### config.mk
export PLATFORM = sky130hd
export DESIGN_NAME = svbg_cfg
export DESIGN_NICKNAME = d
export VERILOG_FILES = /design/src/svbg_pkg.sv /design/src/svbg_cfg.sv
export SDC_FILE = /design/constraint.sdc
export NUM_CORES = 2
export LEC_CHECK = 0
export ABC_AREA = 0
export BUFFER_PORTS_ARGS = -buffer_cell sky130_fd_sc_hd__clkbuf_2
export CAP_MARGIN = 30
export CORE_ASPECT_RATIO = 0.9
export CORE_MARGIN = 3
export CORE_UTILIZATION = 35
export CTS_BUF_LIST = sky130_fd_sc_hd__clkbuf_2
export CTS_CLUSTER_SIZE = 25
export DETAILED_ROUTE_END_ITERATION = 12
export PLACE_DENSITY = 0.51
export SLEW_MARGIN = 20
export SYNTH_ARGS = -nofsm -noshare
export SYNTH_HDL_FRONTEND = slang
export SYNTH_SLANG_ARGS = --single-unit
### constraint.sdc
create_clock -name clk -period 17.5 [get_ports clk]
set_input_delay 3.5 -clock clk [delete_from_list [all_inputs] [get_ports clk]]
set_output_delay 3.5 -clock clk [all_outputs]
set_load 0.02 [all_outputs]
### src/svbg_pkg.sv
// Shared constants and types for the strided vector base generator.
// No dependencies; imported by svbg_cfg, strided_vector_base_generator_top and tb.
package svbg_pkg;

  localparam int NUM_AXES   = 4;
  localparam int AX_W       = $clog2(NUM_AXES);
  localparam int OFS_W      = 48;
  localparam int LEN_W      = 16;
  localparam int RAW_W      = 32;
  localparam int OS_W       = 32;
  localparam int TL_W       = 48;
  localparam int ND_W       = 3;
  localparam int CFG_IDX_W  = 3;
  localparam int CFG_DATA_W = 64;
  localparam int IN_TDATA_W  = 48;
  localparam int OUT_TDATA_W = OFS_W + OFS_W + LEN_W;

  typedef logic [NUM_AXES-1:0][LEN_W-1:0] cnt_vec_t;
  typedef logic [NUM_AXES-1:0][OFS_W-1:0] ofs_vec_t;

  typedef enum logic [CFG_IDX_W-1:0] {
    REG_DIM_SIZES,
    REG_STRIDES_LO,
    REG_STRIDES_HI,
    REG_NUM_DIMS,
    REG_TRANSFORM_DIM,
    REG_OUTER_STRIDE,
    REG_TOTAL_LENGTH
  } cfg_reg_t;

  typedef enum logic {
    FUNC_START   = 1'b0,
    FUNC_ADVANCE = 1'b1
  } func_t;

  // Configuration view handed to the stepping datapath, plus the
  // advance-delta write port used while the derived values are rebuilt.
  typedef struct packed {
    logic                busy;
    logic [NUM_AXES-1:0] act;
    logic [AX_W-1:0]     tdim;
    logic [OS_W-1:0]     os;
    cnt_vec_t            len;
    ofs_vec_t            stride;
    logic [OFS_W-1:0]    step;
    logic [OFS_W-1:0]    flat_init;
    logic                e_wr;
    logic [AX_W-1:0]     e_idx;
    logic [OFS_W-1:0]    e_val;
  } cfg_derived_t;

endpackage

### src/svbg_cfg.sv
// Configuration registers and the derived-value sequencer (one shared
// 32x32 multiplier, one product per cycle). Depends on svbg_pkg.
module svbg_cfg (
  input  logic                           clk,
  input  logic                           rst_n,
  input  logic                           cfg_valid,
  output logic                           cfg_ready,
  input  logic [svbg_pkg::CFG_IDX_W-1:0] cfg_index,
  input  logic [svbg_pkg::CFG_DATA_W-1:0] cfg_data,
  input  svbg_pkg::cnt_vec_t             cnt,
  output svbg_pkg::cfg_derived_t         cf
);
  import svbg_pkg::*;

  typedef enum logic [3:0] {
    SQ_STR0, SQ_STR1, SQ_STR2, SQ_STR3,
    SQ_STEP, SQ_FLAT_LO, SQ_FLAT_HI,
    SQ_E0, SQ_P0, SQ_E1, SQ_P1, SQ_E2, SQ_P2, SQ_E3, SQ_P3
  } seq_t;

  seq_t                         seq_r;
  logic                         busy_r;
  logic [CFG_DATA_W-1:0]        sizes_r;
  logic [CFG_DATA_W-1:0]        str_lo_r;
  logic [CFG_DATA_W-1:0]        str_hi_r;
  logic [ND_W-1:0]              nd_r;
  logic [AX_W-1:0]              tdim_r;
  logic [OS_W-1:0]              os_r;
  logic [TL_W-1:0]              tl_r;
  ofs_vec_t                     stride_r;
  logic [OFS_W-1:0]             step_r;
  logic [OFS_W-1:0]             flat_r;
  logic [OFS_W-1:0]             p_r;

  logic [NUM_AXES-1:0][RAW_W-1:0] raw;
  cnt_vec_t                     len;
  logic [ND_W-1:0]              n_eff;
  logic [NUM_AXES-1:0]          act;
  logic [3:0]                   seq_off;
  logic [AX_W-1:0]              ax;
  logic                         is_e;
  logic [RAW_W-1:0]             mul_a;
  logic [RAW_W-1:0]             mul_b;
  logic [2*RAW_W-1:0]           prod;
  logic [OFS_W-1:0]             prod_hi_sh;

  assign cfg_ready = 1'b1;
  assign raw = {str_hi_r, str_lo_r};
  assign len = sizes_r;

  always_comb begin
    n_eff = nd_r;
    if (nd_r == '0) begin
      n_eff = ND_W'(1);
    end else if (nd_r > ND_W'(NUM_AXES)) begin
      n_eff = ND_W'(NUM_AXES);
    end
    for (int m = 0; m < NUM_AXES; m++) begin
      act[m] = (AX_W'(m) != tdim_r) && (ND_W'(m) < n_eff);
    end
  end

  // Operand select for the shared multiplier
  always_comb begin
    seq_off = 4'(seq_r) - 4'(SQ_E0);
    ax      = '0;
    is_e    = 1'b0;
    mul_a   = os_r;
    mul_b   = os_r;
    unique case (seq_r) inside
      SQ_STR0, SQ_STR1, SQ_STR2, SQ_STR3: begin
        ax    = AX_W'(seq_r);
        mul_a = raw[ax];
      end
      SQ_STEP: begin
        mul_b = RAW_W'(len[0]);
      end
      SQ_FLAT_LO: begin
        mul_a = tl_r[RAW_W-1:0];
      end
      SQ_FLAT_HI: begin
        mul_a = RAW_W'(tl_r[TL_W-1:RAW_W]);
      end
      SQ_E0, SQ_E1, SQ_E2, SQ_E3: begin
        is_e  = 1'b1;
        ax    = seq_off[AX_W:1];
        mul_a = stride_r[ax][RAW_W-1:0];
        mul_b = RAW_W'(cnt[ax]);
      end
      SQ_P0, SQ_P1, SQ_P2, SQ_P3: begin
        ax    = seq_off[AX_W:1];
        mul_a = RAW_W'(stride_r[ax][OFS_W-1:RAW_W]);
        mul_b = RAW_W'(cnt[ax]);
      end
      default: ;
    endcase
    prod       = (2*RAW_W)'(mul_a) * (2*RAW_W)'(mul_b);
    prod_hi_sh = {prod[OFS_W-RAW_W-1:0], {RAW_W{1'b0}}};
  end

  always_ff @(posedge clk) begin
    if (!rst_n) begin
      seq_r    <= SQ_STR0;
      busy_r   <= 1'b1;
      sizes_r  <= 64'h0001_0001_0001_0001;
      str_lo_r <= '0;
      str_hi_r <= '0;
      nd_r     <= ND_W'(1);
      tdim_r   <= '0;
      os_r     <= OS_W'(1);
      tl_r     <= '0;
    end else if (cfg_valid) begin
      // restart the rebuild on every write
      seq_r  <= SQ_STR0;
      busy_r <= 1'b1;
      unique case (cfg_reg_t'(cfg_index))
        REG_DIM_SIZES:     sizes_r  <= cfg_data;
        REG_STRIDES_LO:    str_lo_r <= cfg_data;
        REG_STRIDES_HI:    str_hi_r <= cfg_data;
        REG_NUM_DIMS:      nd_r     <= cfg_data[ND_W-1:0];
        REG_TRANSFORM_DIM: tdim_r   <= cfg_data[AX_W-1:0];
        REG_OUTER_STRIDE:  os_r     <= cfg_data[OS_W-1:0];
        REG_TOTAL_LENGTH:  tl_r     <= cfg_data[TL_W-1:0];
        default: ;
      endcase
    end else if (busy_r) begin
      unique case (seq_r) inside
        SQ_STR0, SQ_STR1, SQ_STR2, SQ_STR3: stride_r[ax] <= prod[OFS_W-1:0];
        SQ_STEP:    step_r <= prod[OFS_W-1:0];
        SQ_FLAT_LO: begin
          flat_r <= prod[OFS_W-1:0];
          p_r    <= '0;
        end
        SQ_FLAT_HI: flat_r <= flat_r + prod_hi_sh;
        // accumulate count times stride over the active axes below each axis
        SQ_E0, SQ_E1, SQ_E2, SQ_E3: begin
          if (act[ax]) p_r <= p_r + prod[OFS_W-1:0];
        end
        SQ_P0, SQ_P1, SQ_P2, SQ_P3: begin
          if (act[ax]) p_r <= p_r + prod_hi_sh;
        end
        default: ;
      endcase
      if (seq_r == SQ_P3) begin
        busy_r <= 1'b0;
      end else begin
        seq_r <= seq_t'(4'(seq_r) + 4'd1);
      end
    end
  end

  always_comb begin
    cf.busy      = busy_r;
    cf.act       = act;
    cf.tdim      = tdim_r;
    cf.os        = os_r;
    cf.len       = len;
    cf.stride    = stride_r;
    cf.step      = step_r;
    cf.flat_init = flat_r;
    cf.e_wr      = busy_r && is_e;
    cf.e_idx     = ax;
    cf.e_val     = stride_r[ax] - p_r;
  end

endmodule

==> metrics <==
status=finished, final reports clean; Final min period=around 15000 ps; worst hold path type=reg2reg; CP Class=reg2reg; CTS Hold Bufs=0; average wire per standard cell=28.1 microns; final WL=267 mm; largest family of logic cells by synthesized area=adder cells; number of synthesized flops with an enable pin=between 300 and 400; cell-internal power=2.38 mW; total power=roughly 4 mW; clk_lat worst skew=roughly 1600 ps; Nets=roughly 8300; fmax=between 0.06 and 0.07 GHz; post-synthesis mux area share=3.69%; #FFs+latches synth=~600; core area=between 150000 and 200000 sq um; CP Buf/Inv Count=8; main area contributors after synthesis=fa_1 (26%), edfxtp_1 (17%), dfxtp_1 (9.4%); post-DR vias/cell=around 5.4; largest net degree at the start of global routing=90; DRC Markers=0; slew margin rel.=between 20 and 30%; FP Rows=approximately 140; DP Wirelength=between 200 and 250 mm; Layout Skew=226 ps; Comb pwr share=33.3%; Setup crit end=p_r[47]; CTS sink count=618; fill cell count=about 17000; vias=approximately 51000; critical path required time=~19000 ps; first-pass GRT wire length=approximately 380 mm; Max FO, Critical Path=40; H-tree depth=4; Switching Share=about two fifths; R2R depth=42; Synth cell types=89; Compound-Gate Fraction of Synth Area=a little over a tenth; sequential share of the synthesized area=26.1%; layout cells sized above 1=between 10% and 20%; Gates resized, CTS repair=0; post-route clock period utilization=roughly 83%; worst hold slack=~460 ps; TritonCTS clock tree=done; Die Wd=between 400 and 500 microns; Final Hold Viols=0; Async SR Flop Fraction=0%; IO Pins=between 500 and 600; pwr dens=just under 60 nW/um^2; ANT nets after route=0; clock-pin transition on the worst setup and hold timing paths=between 100 and 150 ps; Crit path max-delay family=adder cells; synth warn=0; Slew @ Worst Pin=1090 ps; Post-Syn Area=~60000 sq um; initial antenna violation count=15; number of global-route vias before repair=approximately 52000; syn_nets=about 7800; setup TNS=0 ps; DIE HEIGHT=around 400 microns; GPL Wtd Cong=approximately 0.98; Area Growth Syn to Fin=12.6%; Port-buffer cells=575; Gate Count Post-Synth=between 6000 and 7000; CP max stage delay=roughly 900 ps; Synth Area in XOR/XNOR=under 10%; Final Slew Violations=0; CP max-delay cell=ha_4; Syn Area/Cell=9.21 sq um; Reg power frac=40.0%; Worst Setup End Kind=flop; CTS root buffer=clkbuf_2; Initial Utilization=35.5%; worst vdd ir=between 0.00004 and 0.00005 V; die area=177000 sq um; most used cell, CP=fa_1; DRT iter0 DRCs=4613; Pleak=just over 30 nW; Total Routing Usage GR=29.8%; final number of setup-violating endpoints=0; r2r setup slk=2900 ps; Critical Path Start=seq_r[1]; reg2reg end=p_r[47]; max-cap violations=0; Critical Path Stages=between 40 and 50; RR Startpoint=seq_r[1]; drt pass-1 iters=6; Num CTS Buffers=173; startpoint types=flop; CTS Buffer Depth=3; setup bufs post-CTS=0; top cell type by total area after synthesis=fa_1; Synth top area share=between 20% and 30%; Post-Synth Adder-Cell Area=roughly a third; P_sw=~1.6 mW; Clk pwr share=a little over a quarter; simple-gate share of the synthesized area=between 15 and 20%; most common flop cell mapped by yosys=edfxtp_1; RSZ-0062 raised after global routing=false; WP data arrival=~16000 ps; Overflow after GRT=0
[power by group through the flow]
stage          sequential [mW]  clock (mW)  combinational, mW
2_1_floorplan             1.65           0              0.721
3_3_place_gp              1.64           0               1.30
3_5_place_dp              1.64           0               1.30
4_1_cts                   1.61        1.10               1.32
5_1_grt                   1.61        1.17               1.41
6_report                  1.61        1.07               1.33
[kinds of logic (layout without fill, tap and decap cells)]
family,after synthesis,in the layout
xor gates and xnor gates,181,181
DFF,618,618
and+or+nand+nor,2333,2333
adders and majority gates,1094,1094
buffers and inverters,1274,1965
muxes,104,104
AOI/OAI and AO/OA,937,937
other,1,13
[layout by cell type, fill, tap and decap left out, types with 85 or more instances in the layout]
master,n
a21o_1,85
inv_1,911
clkbuf_2,806
dfxtp_1,281
mux4_2,94
a21boi_0,281
fa_1,783
nor2_1,546
buf_4,169
ha_1,310
edfxtp_1,336
nand2_1,1342
o21ai_0,96
xnor2_1,100
a21oi_1,141
[registers in the layout, summed over array words and instances (netlist names)]
name	flops
flat_r	48
os_r	32
tl_r	48
str_hi_r	64
len	64
tdim_r	2
p_r	48
str_lo_r	64
cf	192
busy_r	1
step_r	48
nd_r	3
seq_r	4
[routing by layer]
| layer | GRT usage, % | share of wire, % | vias up |
|---|---|---|---|
| met5 | 0 | 0.014 | - |
| met4 | 14.1 | 5.3 | 6 |
| met3 | 6.75 | 8.3 | 477 |
| met2 | 48.0 | 46 | 2327 |
| met1 | 38.1 | 40 | 26300 |
| li1 | - | - | 22300 |
[area by class of cell]
cell class                 instances  area (sq um)  area share (%)
multi-input combinational       4650         40000            59.0
sequential                       618         15700            23.2
timing repair buffer             760          4380            6.45
inverter                         913          3430            5.05
tap                             2247          2810            4.14
clock buffer                     232          1160            1.71
clock inverter                    60           309           0.455
antenna                           12          30.0          0.0442
[stage by stage]
step           area, sq um  setup slack, ps  utilization (%)  cells
2_1_floorplan        60300             3220                -   6542
3_3_place_gp         66100             2160             38.9   9168
3_5_place_dp         66300             2310             39.0   9181
4_1_cts              67700             2820             39.9   9473
5_1_grt              67900             2350             39.9   9488
6_report             67900             2900             39.9   9492
[Yosys cell counts, types with 6 or more instances]
master	number
dfxtp_1	282
clkbuf_1	318
a22o_1	8
fa_1	783
nor3_1	34
a2111oi_0	8
a21o_1	85
or2_2	13
nor2b_1	19
o22ai_1	10
mux4_2	94
edfxtp_1	336
nor3b_1	6
nor2_1	549
a221oi_1	9
nand4_1	42
a211oi_1	14
o21a_1	37
buf_1	28
or4_1	6
and3_1	79
a21boi_0	281
o31ai_1	12
ha_1	311
a31oi_1	82
xor2_1	66
or3_1	11
nand3b_1	8
a22oi_1	16
o21bai_1	32
mux2i_1	6
buf_2	12
xnor2_1	107
nand2_1	1345
a21oi_1	143
nor4_1	7
a222oi_1	16
o21ai_1	17
inv_1	911
nand2b_1	47
nand3_1	67
o21ai_0	107
and2_1	82
o211ai_1	16
[worst min path at each step]
| stage | startpoint | end | slack, ps | depth (start not counted) |
|---|---|---|---|---|
| 2_1_floorplan | str_hi_r[0] | str_hi_r[0] | 440 | 2 |
| 3_3_place_gp | str_hi_r[29] | str_hi_r[29] | 450 | 2 |
| 3_5_place_dp | str_hi_r[26] | str_hi_r[26] | 450 | 2 |
| 4_1_cts | str_hi_r[26] | str_hi_r[26] | 470 | 2 |
| 5_1_grt | str_hi_r[26] | str_hi_r[26] | 490 | 2 |
| 6_report | str_hi_r[30] | str_hi_r[30] | 460 | 2 |
[worst min-delay path, stage by stage (launching register included)]
cell	delay, ps
dfxtp_1	320
nand2_1	40
a21boi_0	60
No activity file was read; power rests on OpenSTA's default activity.
